[src/hdl/bgd_pkg.sv]
// ---------------------------------------------------------------------------
// bgd_pkg
// shared types and constants of the button gesture detector
// ---------------------------------------------------------------------------
`default_nettype none

package bgd_pkg;

    localparam int TICK_WIDTH_DEF = 32;
    localparam int NOW_W          = 32;
    localparam int CFG_W          = 16;
    localparam int CFG_IDX_W      = 3;
    localparam int EVENT_W        = 3;

    localparam logic [CFG_W-1:0] DEBOUNCE_RST = 16'd20;
    localparam logic [CFG_W-1:0] CLICK_RST    = 16'd300;
    localparam logic [CFG_W-1:0] RELEASE_RST  = 16'd300;
    localparam logic [CFG_W-1:0] HOLD_RST     = 16'd1000;

    typedef enum logic [CFG_IDX_W-1:0] {
        REG_DEBOUNCE = 3'd0,
        REG_CLICK    = 3'd1,
        REG_RELEASE  = 3'd2,
        REG_HOLD     = 3'd3
    } t_reg_idx;

    typedef enum logic [EVENT_W-1:0] {
        EV_NONE    = 3'd0,
        EV_SINGLE  = 3'd1,
        EV_DOUBLE  = 3'd2,
        EV_HOLD    = 3'd3,
        EV_RELEASE = 3'd4,
        EV_ERROR   = 3'd5
    } t_event;

    typedef enum logic [3:0] {
        ST_IDLE       = 4'd0,
        ST_POSEDGE    = 4'd1,
        ST_FIRST      = 4'd2,
        ST_END_FIRST  = 4'd3,
        ST_SINGLE     = 4'd4,
        ST_PRE_SECOND = 4'd5,
        ST_SECOND     = 4'd6,
        ST_DOUBLE     = 4'd7,
        ST_WAIT_HOLD  = 4'd8,
        ST_HOLD       = 4'd9,
        ST_WAIT_REL   = 4'd10,
        ST_RELEASE    = 4'd11,
        ST_ERROR      = 4'd12
    } t_state;

    typedef struct packed {
        logic [CFG_W-1:0] debounce_ticks;
        logic [CFG_W-1:0] click_ticks;
        logic [CFG_W-1:0] release_ticks;
        logic [CFG_W-1:0] hold_ticks;
    } t_cfg;

endpackage

`default_nettype wire

[src/hdl/bgd_in_if.sv]
// ---------------------------------------------------------------------------
// bgd_in_if
// poll channel: button level and tick counter
// ---------------------------------------------------------------------------
`default_nettype none

interface bgd_in_if;
    logic        valid;
    logic        ready;
    logic        pressed;
    logic [31:0] now_tick;

    modport source (output valid, output pressed, output now_tick, input ready);
    modport sink   (input valid, input pressed, input now_tick, output ready);
endinterface

`default_nettype wire

[src/hdl/bgd_out_if.sv]
// ---------------------------------------------------------------------------
// bgd_out_if
// event channel: one event code per poll
// ---------------------------------------------------------------------------
`default_nettype none

interface bgd_out_if;
    logic       valid;
    logic       ready;
    logic [2:0] event_code;

    modport source (output valid, output event_code, input ready);
    modport sink   (input valid, input event_code, output ready);
endinterface

`default_nettype wire

[src/hdl/bgd_in_stage.sv]
// ---------------------------------------------------------------------------
// bgd_in_stage
// input register for one poll word
// ---------------------------------------------------------------------------
`default_nettype none

module bgd_in_stage
    import bgd_pkg::*;
#(
    parameter int TICK_WIDTH = TICK_WIDTH_DEF
) (
    input  wire logic                  i_clk,
    input  wire logic                  i_rst_n,
    bgd_in_if.sink                     i_in,
    input  wire logic                  i_adv,
    output logic                       o_valid,
    output logic                       o_pressed,
    output logic [TICK_WIDTH-1:0]      o_now
);

    logic                  r_valid;
    logic                  r_pressed;
    logic [TICK_WIDTH-1:0] r_now;
    logic                  w_take;

    assign i_in.ready = !r_valid || i_adv;
    assign w_take     = i_in.valid && i_in.ready;

    always_ff @(posedge i_clk) begin
        if (!i_rst_n) begin
            r_valid <= 1'b0;
        end else if (w_take) begin
            r_valid <= 1'b1;
        end else if (i_adv) begin
            r_valid <= 1'b0;
        end
    end

    // only the low tick bits count, wider counters see zeros on top
    always_ff @(posedge i_clk) begin
        if (w_take) begin
            r_pressed <= i_in.pressed;
            r_now     <= TICK_WIDTH'(i_in.now_tick);
        end
    end

    assign o_valid   = r_valid;
    assign o_pressed = r_pressed;
    assign o_now     = r_now;

endmodule

`default_nettype wire

[src/hdl/bgd_fsm.sv]
// ---------------------------------------------------------------------------
// bgd_fsm
// gesture state machine, start time and event register
// ---------------------------------------------------------------------------
`default_nettype none

module bgd_fsm
    import bgd_pkg::*;
#(
    parameter int TICK_WIDTH = TICK_WIDTH_DEF
) (
    input  wire logic                  i_clk,
    input  wire logic                  i_rst_n,
    input  wire t_cfg                  i_cfg,
    input  wire logic                  i_valid,
    input  wire logic                  i_pressed,
    input  wire logic [TICK_WIDTH-1:0] i_now,
    output logic                       o_adv,
    bgd_out_if.source                  o_out
);

    t_state                r_state, n_state;
    t_event                r_event, n_event;
    logic [TICK_WIDTH-1:0] r_start;
    logic                  n_load;
    logic                  r_out_valid;
    logic                  w_fire;

    logic [TICK_WIDTH-1:0] w_el;
    logic                  w_ge_deb, w_ge_click, w_ge_rel, w_gt_rel, w_gt_hold;

    assign o_adv  = !r_out_valid || o_out.ready;
    assign w_fire = i_valid && o_adv;

    // elapsed time wraps with the tick counter
    assign w_el       = i_now - r_start;
    assign w_ge_deb   = w_el >= TICK_WIDTH'(i_cfg.debounce_ticks);
    assign w_ge_click = w_el >= TICK_WIDTH'(i_cfg.click_ticks);
    assign w_ge_rel   = w_el >= TICK_WIDTH'(i_cfg.release_ticks);
    assign w_gt_rel   = w_el >  TICK_WIDTH'(i_cfg.release_ticks);
    assign w_gt_hold  = w_el >  TICK_WIDTH'(i_cfg.hold_ticks);

    always_comb begin
        n_state = r_state;
        case (r_state)
            ST_IDLE: begin
                if (i_pressed) n_state = ST_POSEDGE;
            end
            ST_POSEDGE: begin
                if (w_ge_deb) n_state = i_pressed ? ST_FIRST : ST_IDLE;
            end
            ST_FIRST: begin
                if (!i_pressed && !w_ge_click) n_state = ST_END_FIRST;
                else if (w_ge_click)           n_state = ST_WAIT_HOLD;
            end
            ST_END_FIRST: begin
                if (!i_pressed && w_ge_rel)      n_state = ST_SINGLE;
                else if (i_pressed && !w_ge_rel) n_state = ST_PRE_SECOND;
            end
            ST_SINGLE:  n_state = ST_IDLE;
            ST_PRE_SECOND: begin
                if (w_ge_deb) n_state = i_pressed ? ST_SECOND : ST_SINGLE;
            end
            ST_SECOND: begin
                if (!i_pressed && !w_ge_click)     n_state = ST_DOUBLE;
                else if (i_pressed && w_ge_click)  n_state = ST_ERROR;
            end
            ST_DOUBLE:  n_state = ST_IDLE;
            ST_WAIT_HOLD: begin
                if (!i_pressed && !w_gt_hold) n_state = ST_ERROR;
                else if (w_gt_hold)           n_state = ST_HOLD;
            end
            ST_HOLD: begin
                if (!i_pressed) n_state = ST_WAIT_REL;
            end
            ST_WAIT_REL: begin
                if (i_pressed && !w_gt_rel) n_state = ST_HOLD;
                else if (w_gt_rel)          n_state = ST_RELEASE;
            end
            ST_RELEASE: n_state = ST_IDLE;
            ST_ERROR:   n_state = ST_IDLE;
            default:    n_state = ST_IDLE;
        endcase
    end

    always_comb begin
        n_event = r_event;
        n_load  = 1'b0;
        case (r_state)
            ST_IDLE: begin
                n_event = EV_NONE;
                n_load  = i_pressed;
            end
            ST_POSEDGE:    n_load = w_ge_deb && i_pressed;
            ST_FIRST:      n_load = !i_pressed && !w_ge_click;
            ST_END_FIRST:  n_load = i_pressed && !w_ge_rel;
            ST_SINGLE:     n_event = EV_SINGLE;
            ST_PRE_SECOND: n_load = w_ge_deb && i_pressed;
            ST_DOUBLE:     n_event = EV_DOUBLE;
            ST_HOLD: begin
                n_event = EV_HOLD;
                n_load  = !i_pressed;
            end
            ST_RELEASE:    n_event = EV_RELEASE;
            ST_ERROR:      n_event = EV_ERROR;
            default: begin
                n_event = r_event;
                n_load  = 1'b0;
            end
        endcase
    end

    always_ff @(posedge i_clk) begin
        if (!i_rst_n) begin
            r_state     <= ST_IDLE;
            r_event     <= EV_NONE;
            r_start     <= '0;
            r_out_valid <= 1'b0;
        end else begin
            if (w_fire) begin
                r_state <= n_state;
                r_event <= n_event;
                if (n_load) r_start <= i_now;
            end
            if (w_fire) begin
                r_out_valid <= 1'b1;
            end else if (o_out.ready) begin
                r_out_valid <= 1'b0;
            end
        end
    end

    assign o_out.valid      = r_out_valid;
    assign o_out.event_code = r_event;

endmodule

`default_nettype wire

[src/hdl/button_gesture_detector.sv]
// ---------------------------------------------------------------------------
// button_gesture_detector
// push-button click, double click, hold and release detector
// ---------------------------------------------------------------------------
// Each poll word carries the button level and a millisecond tick; each poll
// gives exactly one word back, the event register after that poll. One poll
// is taken every clock cycle unless the input is held off; a poll goes through
// the input register and the state machine into the event register, and the
// input is held off only while both registers are full and the output is
// stalled. Elapsed time is the wrapping difference of the low TICK_WIDTH tick
// bits. Timing windows are to be written through the config port only while
// idle; the block itself does not enforce this.
// ---------------------------------------------------------------------------
`default_nettype none

module button_gesture_detector
    import bgd_pkg::*;
#(
    parameter int TICK_WIDTH = TICK_WIDTH_DEF
) (
    input  wire logic                 i_clk,
    input  wire logic                 i_rst_n,
    bgd_in_if.sink                    i_in,
    bgd_out_if.source                 o_out,
    input  wire logic                 i_cfg_we,
    input  wire logic [CFG_IDX_W-1:0] i_cfg_idx,
    input  wire logic [CFG_W-1:0]     i_cfg_data
);

    t_cfg                  r_cfg;
    logic                  w_adv;
    logic                  w_valid;
    logic                  w_pressed;
    logic [TICK_WIDTH-1:0] w_now;

    always_ff @(posedge i_clk) begin
        if (!i_rst_n) begin
            r_cfg.debounce_ticks <= DEBOUNCE_RST;
            r_cfg.click_ticks    <= CLICK_RST;
            r_cfg.release_ticks  <= RELEASE_RST;
            r_cfg.hold_ticks     <= HOLD_RST;
        end else if (i_cfg_we) begin
            case (i_cfg_idx)
                REG_DEBOUNCE: r_cfg.debounce_ticks <= i_cfg_data;
                REG_CLICK:    r_cfg.click_ticks    <= i_cfg_data;
                REG_RELEASE:  r_cfg.release_ticks  <= i_cfg_data;
                REG_HOLD:     r_cfg.hold_ticks     <= i_cfg_data;
                default:      r_cfg                <= r_cfg;
            endcase
        end
    end

    bgd_in_stage #(
        .TICK_WIDTH (TICK_WIDTH)
    ) u_in_stage (
        .i_clk     (i_clk),
        .i_rst_n   (i_rst_n),
        .i_in      (i_in),
        .i_adv     (w_adv),
        .o_valid   (w_valid),
        .o_pressed (w_pressed),
        .o_now     (w_now)
    );

    bgd_fsm #(
        .TICK_WIDTH (TICK_WIDTH)
    ) u_fsm (
        .i_clk     (i_clk),
        .i_rst_n   (i_rst_n),
        .i_cfg     (r_cfg),
        .i_valid   (w_valid),
        .i_pressed (w_pressed),
        .i_now     (w_now),
        .o_adv     (w_adv),
        .o_out     (o_out)
    );

endmodule

`default_nettype wire

[src/flat_wrapper.sv]
// flat-port wrapper written by rule: the top's interface ports become plain ports
module button_gesture_detector_flat import bgd_pkg::*;
#(
    parameter int TICK_WIDTH = TICK_WIDTH_DEF
)
  (i_clk, i_rst_n, i_cfg_we, i_cfg_idx, i_cfg_data, i_in_valid, i_in_pressed, i_in_now_tick, i_in_ready, o_out_valid, o_out_event_code, o_out_ready);
  bgd_in_if i_in_i ();
  bgd_out_if o_out_i ();
  input  wire logic i_clk;
  input  wire logic i_rst_n;
  input  wire logic i_cfg_we;
  input  wire logic [CFG_IDX_W-1:0] i_cfg_idx;
  input  wire logic [CFG_W-1:0] i_cfg_data;
  input wire logic [$bits(i_in_i.valid)-1:0] i_in_valid;
  input wire logic [$bits(i_in_i.pressed)-1:0] i_in_pressed;
  input wire logic [$bits(i_in_i.now_tick)-1:0] i_in_now_tick;
  output wire logic [$bits(i_in_i.ready)-1:0] i_in_ready;
  output wire logic [$bits(o_out_i.valid)-1:0] o_out_valid;
  output wire logic [$bits(o_out_i.event_code)-1:0] o_out_event_code;
  input wire logic [$bits(o_out_i.ready)-1:0] o_out_ready;
  assign i_in_i.valid = i_in_valid;
  assign i_in_i.pressed = i_in_pressed;
  assign i_in_i.now_tick = i_in_now_tick;
  assign i_in_ready = i_in_i.ready;
  assign o_out_valid = o_out_i.valid;
  assign o_out_event_code = o_out_i.event_code;
  assign o_out_i.ready = o_out_ready;
  button_gesture_detector #(.TICK_WIDTH(TICK_WIDTH)) u_core (.i_clk(i_clk), .i_rst_n(i_rst_n), .i_in(i_in_i), .o_out(o_out_i), .i_cfg_we(i_cfg_we), .i_cfg_idx(i_cfg_idx), .i_cfg_data(i_cfg_data));
endmodule
[config.mk]
export PLATFORM = sky130hd
export DESIGN_NAME = button_gesture_detector_flat
export DESIGN_NICKNAME = d
export VERILOG_FILES = /design/src/hdl/bgd_pkg.sv /design/src/hdl/bgd_in_if.sv /design/src/hdl/bgd_out_if.sv /design/src/hdl/bgd_in_stage.sv /design/src/hdl/bgd_fsm.sv /design/src/hdl/button_gesture_detector.sv /design/src/flat_wrapper.sv
export SDC_FILE = /design/constraint.sdc
export NUM_CORES = 1
export LEC_CHECK = 0
export ABC_AREA = 1
export BUFFER_PORTS_ARGS = -buffer_cell sky130_fd_sc_hd__clkbuf_2
export CORE_ASPECT_RATIO = 1.25
export CORE_MARGIN = 2
export CORE_UTILIZATION = 45
export DETAILED_ROUTE_END_ITERATION = 16
export REMOVE_ABC_BUFFERS = 1
export SLEW_MARGIN = 20
export SYNTH_ARGS = -nofsm -noshare
export SYNTH_HDL_FRONTEND = slang
export SYNTH_SLANG_ARGS = --single-unit
[constraint.sdc]
create_clock -name i_clk -period 9.4 [get_ports i_clk]
set_input_delay 0.94 -clock i_clk [delete_from_list [all_inputs] [get_ports i_clk]]
set_output_delay 0.94 -clock i_clk [all_outputs]
set_load 0.01 [all_outputs]
==> summary.txt, run 1 <==
Clock tree
  – Worst-path clk slew: about 0.06 ns
  – Hold Buf Count CTS: 0
  – CTS resizes: 0
  – Max Root-Sink Buffers: 2
  – Clock latency on the worst-skew pair: between 0.4 and 0.5 ns
  – Number of buffers created by CTS: 17
  – Clk root buf: clkbuf_16
  – Post-CTS Setup Inserts: 0
  – CTS tree: done
  – Clk sinks: about 140
  – H-tree depth: 4

Worst setup path
  – Slowest-stage cell, CP: inv_4
  – Crit-path cells: inv_1, ha_1, fa_1, inv_1, nand2_1, nand2_1, and2_1, nand2_1, nand3_1, xor2_1, ha_1, nand4_1, nor2_1, o21ai_0, o2111ai_1, nor4_1, ha_1, o2bb2ai_1, a221oi_1, nand2_1, nand2_4, inv_4, nor2_1, nor2_1
  – CP Capture Type: register
  – CP max stage delay: just under 0.5 ns
  – CP arrival: between 5 and 6 ns
  – Setup CP Type: reg -> reg
  – CP bufs+invs: 3
  – Required time worst endpoint: roughly 9.8 ns
  – CP Max Fanout: 33
  – Startpoint types: register
  – Kind of cell adding the most delay to the critical path: simple AND/OR/NAND/NOR gates
  – Cell repeated most along the worst path: nand2_1

Power and ir drop
  – Leak: ~5.4 nW
  – Max VDD drop: between 0.0001 and 0.00015 V
  – Pwr dens: about 170 mW/mm^2

Drt
  – Post-DRT Antenna Nets: 0
  – Drt pass-1 iters: 5
  – Vias per cell: 4.86
  – Residual DRC count: 0
  – Detailed router's first-iteration violation count: 439
  – Vias: ~8,500
  – WL per Instance: 13.3 um
  – Post-Route WL: approximately 23,000 um

Finish
  – Highest-count cells in the layout ignoring fill and taps: 349 x nand2_1, 282 x inv_1, 114 x nor2_1
  – Synthesis-to-finish area growth: 11.6%
  – Fin cells: ~1,700
  – Area occupied by multi-input gates: ~0.0052 mm^2
  – # diodes: 0
  – Final #Nets: ~1,600
  – Register Area: approximately 0.0031 mm^2
  – Commonest non-fill, non-tap cell in the layout: nand2_1
  – # fillers: between 2,000 and 2,500
  – Share of cells above drive strength 1: a little over a tenth

Timing
  – Final Critical Period: a little under 5 ns
  – Fin crit share: 52.7%
  – RSZ-0062 raised after global routing: no
  – Final setup vio count: 0
  – Fin. Hold Viols: 0
  – Fin Setup TNS: 0 ns
  – Final Max Slew Viols: 0
  – Setup Skew: about 0.020 ns
  – Slew HR: a little over two fifths
  – Least-Margin Pin Slew: 0.872 ns
  – Max Fclk: 0.202 GHz

Place
  – Post-DP HPWL: ~18,000 um
  – Placed Instances: roughly 1,700
  – Port Buf Inserts: 61
  – Placer Congestion: approximately 0.98

Synthesis
  – Prevailing post-synth register cell: dfxtp_1
  – Synth Area in Adders: between 10% and 20%
  – Synth Area in Compound Gates: between 10% and 20%
  – Mapped Cells: 1,403
  – Post-synthesis mux area share: 0%
  – Yosys warns: 0
  – Async set-or-reset flop fraction in the synthesized netlist: 0%
  – Combinational family with the most area after synthesis: simple AND/OR/NAND/NOR gates
  – Sequential share of the synthesized area: between 30% and 40%
  – Post-synthesis simple-gate area fraction: between 20% and 30%
  – Count of cell types in the netlist: 43
  – Mean Syn Cell Area: just under 7 um^2
  – Post-Synth XOR/XNOR Area: 1.38%
  – Number of synthesized flops with an enable pin: 33
  – Synthesized area: between 0.009 and 0.01 mm^2
  – Synthesized flop and latch total: about 140

Floorplanning
  – Die area: ~0.022 mm^2
  – Core Rows: 59
  – Die Y: roughly 170 um
  – Die Width: approximately 130 um
  – IO Pins: 62
  – Initial Utilization: 45.8%
  – Core Region: 0.0208 mm^2

GRT
  – Global-route usage over all layers: between 20% and 30%
  – Pin count of the biggest net entering global routing: 69
  – Antenna violations before repair: 0
  – GRT overflow: 0
  – Vias in the first global route: a little over 8,000
  – Global-route wire length before repair: between 30,000 and 40,000 um

Flow run
  – Max-Cap Viols: 0

Status
  – Status: completed

Hold path
  – Hold Path Class: reg -> reg
==> area by class of cell <==
class / count / area share, %
clock buffer: 19 / 4.26
multi-input combinational: 950 / 49.0
inverter: 289 / 10.2
sequential: 138 / 29.0
timing repair buffer: 65 / 3.15
clock inverter: 13 / 1.09
tap: 274 / 3.22
==> routing by layer <==
metal  GRT usage, %  wire length, um  vias to the layer above
met5              0                0                        -
met4           8.47              629                        0
met3           3.01              580                       41
met2           36.4            11100                      116
met1           27.4            10900                     3776
li1               -                -                     4561
==> state kept, by name (all words and copies together) (netlist names) <==
name                           flops
u_core.u_fsm.o_out.event_code      3
u_core.u_in_stage.o_now           32
u_core.u_fsm.o_out.valid           1
u_core.u_fsm.r_state               4
u_core.u_fsm.r_start              32
u_core.u_in_stage.o_valid          1
u_core.r_cfg                      64
u_core.u_in_stage.o_pressed        1
==> final timing paths <==
kind / slack (ns) / startpoint / end / cells after the start
worst max-delay path: 4.45 / u_core.u_in_stage.o_now[0] / u_core.u_fsm.r_start[1] / 24
worst min-delay path: 0.46 / u_core.r_cfg[26] / u_core.r_cfg[26] / 2
worst max register to register: 4.45 / u_core.u_in_stage.o_now[0] / u_core.u_fsm.r_start[1] / 24
worst min register to register: 0.46 / u_core.r_cfg[26] / u_core.r_cfg[26] / 2
==> kinds of logic (layout without fill, tap and decap cells) <==
family	Yosys count	count (layout)
AND/OR/NAND/NOR	601	601
buffers and inverters	315	386
AO/OA/AOI/OAI	233	233
flip-flops	138	138
adder cells (fa/ha/maj)	101	101
XOR/XNOR	15	15
==> cells in the mapped netlist (14+ instances only) <==
cell type	number	share of area [%]
nand4_1	16	1.0
o21ai_0	70	3.7
nor2_2	38	2.5
inv_1	282	11
o21ai_1	30	1.6
nor2_1	114	4.5
dfxtp_1	105	22
edfxtp_1	33	10
xor2_1	14	1.3
nand2_1	349	14
ha_1	100	13
clkbuf_1	20	0.79
nand3_1	45	2.4
a21oi_1	101	5.3
==> power by group <==
| group | internal (mW) | switching [mW] | total [mW] |
|---|---|---|---|
| Sequential | 0.637 | 0.0136 | 0.650 |
| Combinational | 0.169 | 0.305 | 0.475 |
| Clock | 0.380 | 0.281 | 0.662 |
==> stage by stage <==
stage | utilization [%] | total power [mW] | hold WS, ns | cell area (um^2) | setup WS (ns)
2_1_floorplan | - | 1.00 | 0.435 | 9400 | 5.48
3_3_place_gp | 48.4 | 1.13 | 0.451 | 10100 | 4.52
3_5_place_dp | 48.4 | 1.14 | 0.455 | 10100 | 4.46
4_1_cts | 51.2 | 1.80 | 0.463 | 10700 | 4.44
5_1_grt | 51.2 | 1.90 | 0.475 | 10700 | 3.90
6_report | 51.2 | 1.79 | 0.460 | 10700 | 4.45
==> worst min-delay path, stage by stage (launching register included) <==
cell     delay (ns)
dfxtp_1        0.30
inv_1          0.06
a21oi_1        0.06
Power figures use the tool's default switching activity.
==> run 2, diff against run 1 <==
clock period = 4.7 ns   (was 9.4 ns; I/O delays follow)
==> summary.txt, run 2 (synthesis gave the netlist of run 1 again) <==
Finish
  – Max reg flops: 64
  – Cell area after layout: 0.0109 mm^2
  – Share of cells above drive strength 1: approximately an eighth
  – Synthesis-to-finish area growth: 14.5%
  – Final core occ: a little over half
  – Fin cells: between 1,500 and 2,000
  – Final #Nets: 1,635
  – Register Area: between 0.003 and 0.004 mm^2
  – Biggest register: u_core.r_cfg
  – # fillers: 2,152
  – Commonest non-fill, non-tap cell in the layout: nand2_1
  – Highest-count cells in the layout ignoring fill and taps: 349 x nand2_1, 282 x inv_1, 113 x nor2_1
  – # diodes: 0
  – Area occupied by multi-input gates: between 0.005 and 0.006 mm^2

Power and ir drop
  – Combinational share of power: 27.7%
  – Clock network power share: 36.9%
  – Switch share: 32.7%
  – Register share of total power: about 35%
  – Leak: between 5 and 6 nW
  – Total internal power: between 2 and 2.5 mW
  – Net Sw Power: roughly 1.2 mW
  – Max VDD drop: about 0.00025 V
  – Pwr dens: 336 mW/mm^2

Worst setup path
  – Startpoint types: register
  – R2r startpoint: u_core.u_in_stage.o_now[7]
  – Required time worst endpoint: ~5.1 ns
  – Kind of cell adding the most delay to the critical path: simple AND/OR/NAND/NOR gates
  – CP bufs+invs: 2
  – CP Capture Type: register
  – CP max stage delay: approximately 0.45 ns
  – Crit-path cells: ha_1, nand2_2, nor2_2, nand2_1, inv_1, nand2_1, nand2_1, xor2_1, ha_1, nand4_1, nor2_1, o21ai_0, o2111ai_2, nor4_2, inv_1, ha_1, nand2_1, o2111ai_1, a211oi_1, nand2_1, nor2_4, nand2_1, a21oi_1
  – Cell repeated most along the worst path: nand2_1
  – CP arrival: about 4.6 ns
  – Slowest-stage cell, CP: ha_1
  – CP startpoint: u_core.u_in_stage.o_now[7]
  – Setup CP Type: reg -> reg
  – CP Max Fanout: 5

Floorplanning
  – Die area: 0.0224 mm^2
  – Die Y: 167 um
  – IO Pins: between 60 and 70
  – Core Rows: between 50 and 60
  – Initial Utilization: between 40% and 50%
  – Die Width: 134 um
  – Core Region: between 0.02 and 0.025 mm^2

Timing
  – Setup Skew: around 0.010 ns
  – Final setup vio count: 0
  – Least-Margin Pin Slew: around 0.9 ns
  – Slew HR: around 40%
  – Final WS setup: slightly above 0.4 ns
  – Fin. Hold Viols: 0
  – Final Max Slew Viols: 0
  – Final Critical Period: ~4.3 ns
  – Fin crit share: roughly 91%
  – Max Fclk: around 0.23 GHz

Clock tree
  – Clock latency on the worst-skew pair: approximately 0.43 ns
  – Clk sinks: between 100 and 150
  – Max Root-Sink Buffers: 2
  – Hold Buf Count CTS: 0
  – H-tree depth: 4
  – Clk root buf: clkbuf_16
  – Number of buffers created by CTS: 17
  – Worst-path clk slew: roughly 0.060 ns
  – CTS tree: done

Status
  – Status: completed

Drt
  – Vias: between 8,000 and 9,000
  – WL per Instance: 13.4 um
  – Residual DRC count: 0
  – Post-Route WL: 23,600 um
  – Detailed router's first-iteration violation count: between 400 and 500
  – Drt pass-1 iters: 5
  – Vias per cell: slightly below 5
  – Post-DRT Antenna Nets: 0

Hold path
  – Hold Path Class: in -> reg
  – Worst Min Path Start: i_in_now_tick[5]

GRT
  – Antenna violations before repair: 0
  – GRT overflow: 0
  – Global-route wire length before repair: approximately 40,000 um
  – Vias in the first global route: between 8,000 and 9,000
  – Global-route usage over all layers: 21.9%
  – Pin count of the biggest net entering global routing: 39

Place
  – Placer Congestion: approximately 0.92
  – Dpl ws: between 0.15 and 0.2 ns
  – Placed cell area: roughly 0.010 mm^2
  – Placed Instances: about 1,700
  – Port Buf Inserts: 61
  – Post-DP HPWL: 18,400 um

Flow run
  – Max-Cap Viols: 0
==> run 2: cell types whose count changed in the layout (fill, tap and decap cells not counted), sizes merged <==
cell and delta:
clkbuf +6, buf +16, bufinv -1, clkinvlp -1, clkinv -4
==> run 2: repair_timing <==
action,in CTS,in global routing
gates resized for setup,0,22
setup buffers,0,3
endpoints found under the setup margin,0,36
==> run 2: worst paths after layout <==
check                                                   to  slack (ns)  cells past startpoint
worst max-delay path               u_core.u_fsm.r_state[3]        0.41                     23
worst min-delay path            u_core.u_in_stage.o_now[5]        0.21                      1
worst max register to register     u_core.u_fsm.r_state[3]        0.41                     23
worst min register to register             u_core.r_cfg[1]        0.46                      2
==> run 2: worst reg2reg max path: cells and delay by family (launching register included) <==
kind	cells	cell delay (ns)
xor+xnor	1	0.31
buf+inv	2	0.13
compound gates	5	0.70
fa+ha+maj	3	1.03
simple gates	12	1.64
flops	1	0.39
==> run 2: area by class of cell <==
cell class	count	share of cell area, %
sequential	138	28.3
timing repair buffer	81	4.28
tap	274	3.14
multi-input combinational	950	48.9
inverter	289	9.95
clock inverter	7	0.435
clock buffer	25	5.02
==> run 2: per-layer routing <==
layer	share of wire [%]	track usage (%)	vias to the layer above
met5	0	0	-
met4	2.5	8.56	0
met3	2.2	2.86	42
met2	49	37.9	113
met1	47	27.6	3831
li1	-	-	4576
==> run 2: per-stage QoR <==
stage	hold WS (ns)	power, mW	setup TNS, ns
global placement	0.447	2.30	0
floorplan	0.435	2.01	0
global route	0.198	3.92	-0.0178
CTS	0.196	3.67	0
finish	0.210	3.68	0
detailed placement	0.451	2.31	0
==> run 2: power by group through the flow <==
stage          clock [mW]  sequential [mW]  combinational (mW)
2_1_floorplan           0             1.32               0.688
6_report             1.36             1.30                1.02
4_1_cts              1.38             1.30               0.991
5_1_grt              1.43             1.31                1.18
3_3_place_gp            0             1.33               0.975
3_5_place_dp            0             1.33               0.985
==> run 3, diff against run 2 <==
RECOVER_POWER = 100   (was default)
REMOVE_ABC_BUFFERS = default   (was 1)
==> summary.txt, run 3 (synthesis gave the netlist of run 1 again) <==
Floorplanning
  – Core Region: 0.0208 mm^2
  – Die area: ~0.022 mm^2
  – Die Width: 134 um
  – Initial Utilization: about 46%
  – Die Y: 167 um
  – IO Pins: 62
  – Core Rows: a little under 60

Drt
  – WL met1: around 11,000 um
  – Vias per cell: roughly 4.8
  – Drt pass-1 iters: 5
  – Detail Route met2 WL: approximately 11,000 um
  – Top Metal Used: met4
  – Detailed router's first-iteration violation count: between 400 and 500
  – Post-DRT Antenna Nets: 0
  – Residual DRC count: 0
  – Post-Route WL: about 24,000 um
  – WL per Instance: around 13 um
  – Vias: between 8,000 and 9,000
  – Met3 wire length: slightly below 600 um

Clock tree
  – CTS tree: done
  – Number of buffers created by CTS: 17
  – CTS resizes: 0
  – Hold Buf Count CTS: 0
  – Worst-path clk slew: roughly 0.070 ns
  – Max Root-Sink Buffers: 2
  – Post-CTS Setup Inserts: 0
  – Clk root buf: clkbuf_16
  – H-tree depth: 4
  – Clock latency on the worst-skew pair: approximately 0.43 ns
  – Clk sinks: about 140

Finish
  – Highest-count cells in the layout ignoring fill and taps: 349 x nand2_1, 283 x inv_1, 122 x nor2_1
  – Share of cells above drive strength 1: 11.1%
  – Max reg flops: 64
  – Final core occ: about half
  – Synthesis-to-finish area growth: 13.1%
  – Biggest register: u_core.r_cfg
  – Commonest non-fill, non-tap cell in the layout: nand2_1
  – Cell area after layout: about 0.011 mm^2
  – Final #Nets: about 1,600
  – # diodes: 0

Synthesis
  – Syn_nets: between 1,500 and 2,000

Timing
  – Least-Margin Pin Slew: ~2.7 ns
  – Final setup vio count: 0
  – Final Critical Period: about 4.3 ns
  – Slew HR: -77.3%
  – Fin Setup TNS: 0 ns
  – Final WS setup: around 0.4 ns
  – Final Max Slew Viols: 95
  – Setup Skew: about 0.015 ns
  – Fin crit share: approximately nine tenths
  – Max Fclk: approximately 0.23 GHz
  – RSZ-0062 raised after global routing: no
  – Fin. Hold Viols: 0

Worst setup path
  – Setup CP Type: reg -> reg
  – Required time worst endpoint: around 5.1 ns
  – Startpoint types: register
  – CP arrival: 4.65 ns
  – CP Max Fanout: 5
  – CP Capture Type: register

Status
  – Status: finished, violations left
  – Failing checks: max-capacitance violations, max-slew violations

GRT
  – Antenna violations before repair: 0
  – Vias in the first global route: around 8,100
  – Global-route wire length before repair: 39,300 um
  – GRT overflow: 0
  – Global-route usage over all layers: 21.9%
  – Pin count of the biggest net entering global routing: 61

Power and ir drop
  – Leak: 5.42 nW
  – Switch share: between 30% and 40%
  – Register share of total power: between 30% and 40%
  – Total internal power: about 2.4 mW
  – Max VDD drop: 0.000263 V
  – Combinational share of power: roughly 28%
  – Net Sw Power: between 1 and 1.5 mW
  – Clock network power share: 36.4%
  – Pwr dens: 334 mW/mm^2
  – Total Power: 3.61 mW

Place
  – Placed cell area: slightly above 0.01 mm^2
  – Post-DP HPWL: between 15,000 and 20,000 um
  – Placer Congestion: between 0.9 and 1
  – Dpl ws: between 0.15 and 0.2 ns
  – Port Buf Inserts: 61

Hold path
  – Hold Path Class: in -> reg

Flow run
  – Max-Cap Viols: 2
-- run 3: changes by cell type in the layout (fill, tap and decap cells not counted), sizes merged --
cell    change
clkinv      +4
bufinv      +1
clkbuf      -2
buf         -3
-- run 3: final cells by class --
cell class	count	area, um^2
Inverter	289	1090
Clock buffer	20	457
Multi-Input combinational cell	950	5240
Sequential cell	138	3090
Tap cell	274	343
Fill cell	2182	10000
Clock inverter	12	114
Timing Repair Buffer	81	463
-- run 3: final timing paths --
kind / start / to / slack (ns) / depth (start not counted)
worst max-delay path: u_core.u_in_stage.o_now[0] / u_core.u_fsm.r_state[1] / 0.40 / 25
worst min-delay path: i_in_now_tick[26] / u_core.u_in_stage.o_now[26] / 0.21 / 1
worst max register to register: u_core.u_in_stage.o_now[0] / u_core.u_fsm.r_state[1] / 0.40 / 25
worst min register to register: u_core.r_cfg[42] / u_core.r_cfg[42] / 0.46 / 2
-- run 3: power groups by stage --
stage	combinational [mW]	sequential (mW)	clock [mW]
CTS	0.997	1.30	1.34
global route	1.15	1.31	1.39
detailed placement	0.989	1.33	0
global placement	0.977	1.32	0
finish	0.995	1.30	1.31
floorplan	0.703	1.32	0
-- run 3: worst max-delay path, cell delays in order (launching register included) --
cell and delay [ns]:
edfxtp_1 0.34, inv_1 0.05, ha_1 0.21, fa_1 0.40, inv_1 0.10, nand2_1 0.05
nand2_1 0.08, and2_1 0.19, nand2_1 0.08, nand3_1 0.11, xor2_1 0.24, ha_1 0.28
nand4_1 0.11, nor2_1 0.07, o21ai_0 0.10, o2111ai_1 0.23, nor4_2 0.34, inv_1 0.07
ha_1 0.27, nand2_1 0.06, o2111ai_1 0.12, a211oi_1 0.18, nand2_1 0.19, nor2_4 0.18
nand2_1 0.06, a21oi_1 0.13
-- run 3: layer usage --
metal / up-vias / GRT usage (%)
li1: 4565 / -
met1: 3827 / 28.1
met2: 115 / 37.3
met3: 34 / 3.32
met4: 0 / 7.83
met5: - / 0
-- run 3: stage by stage --
stage / cells / hold WS [ns]
4_1_cts: 1764 / 0.195
3_3_place_gp: 1732 / 0.447
2_1_floorplan: 1403 / 0.435
6_report: 1764 / 0.212
3_5_place_dp: 1732 / 0.452
5_1_grt: 1764 / 0.193
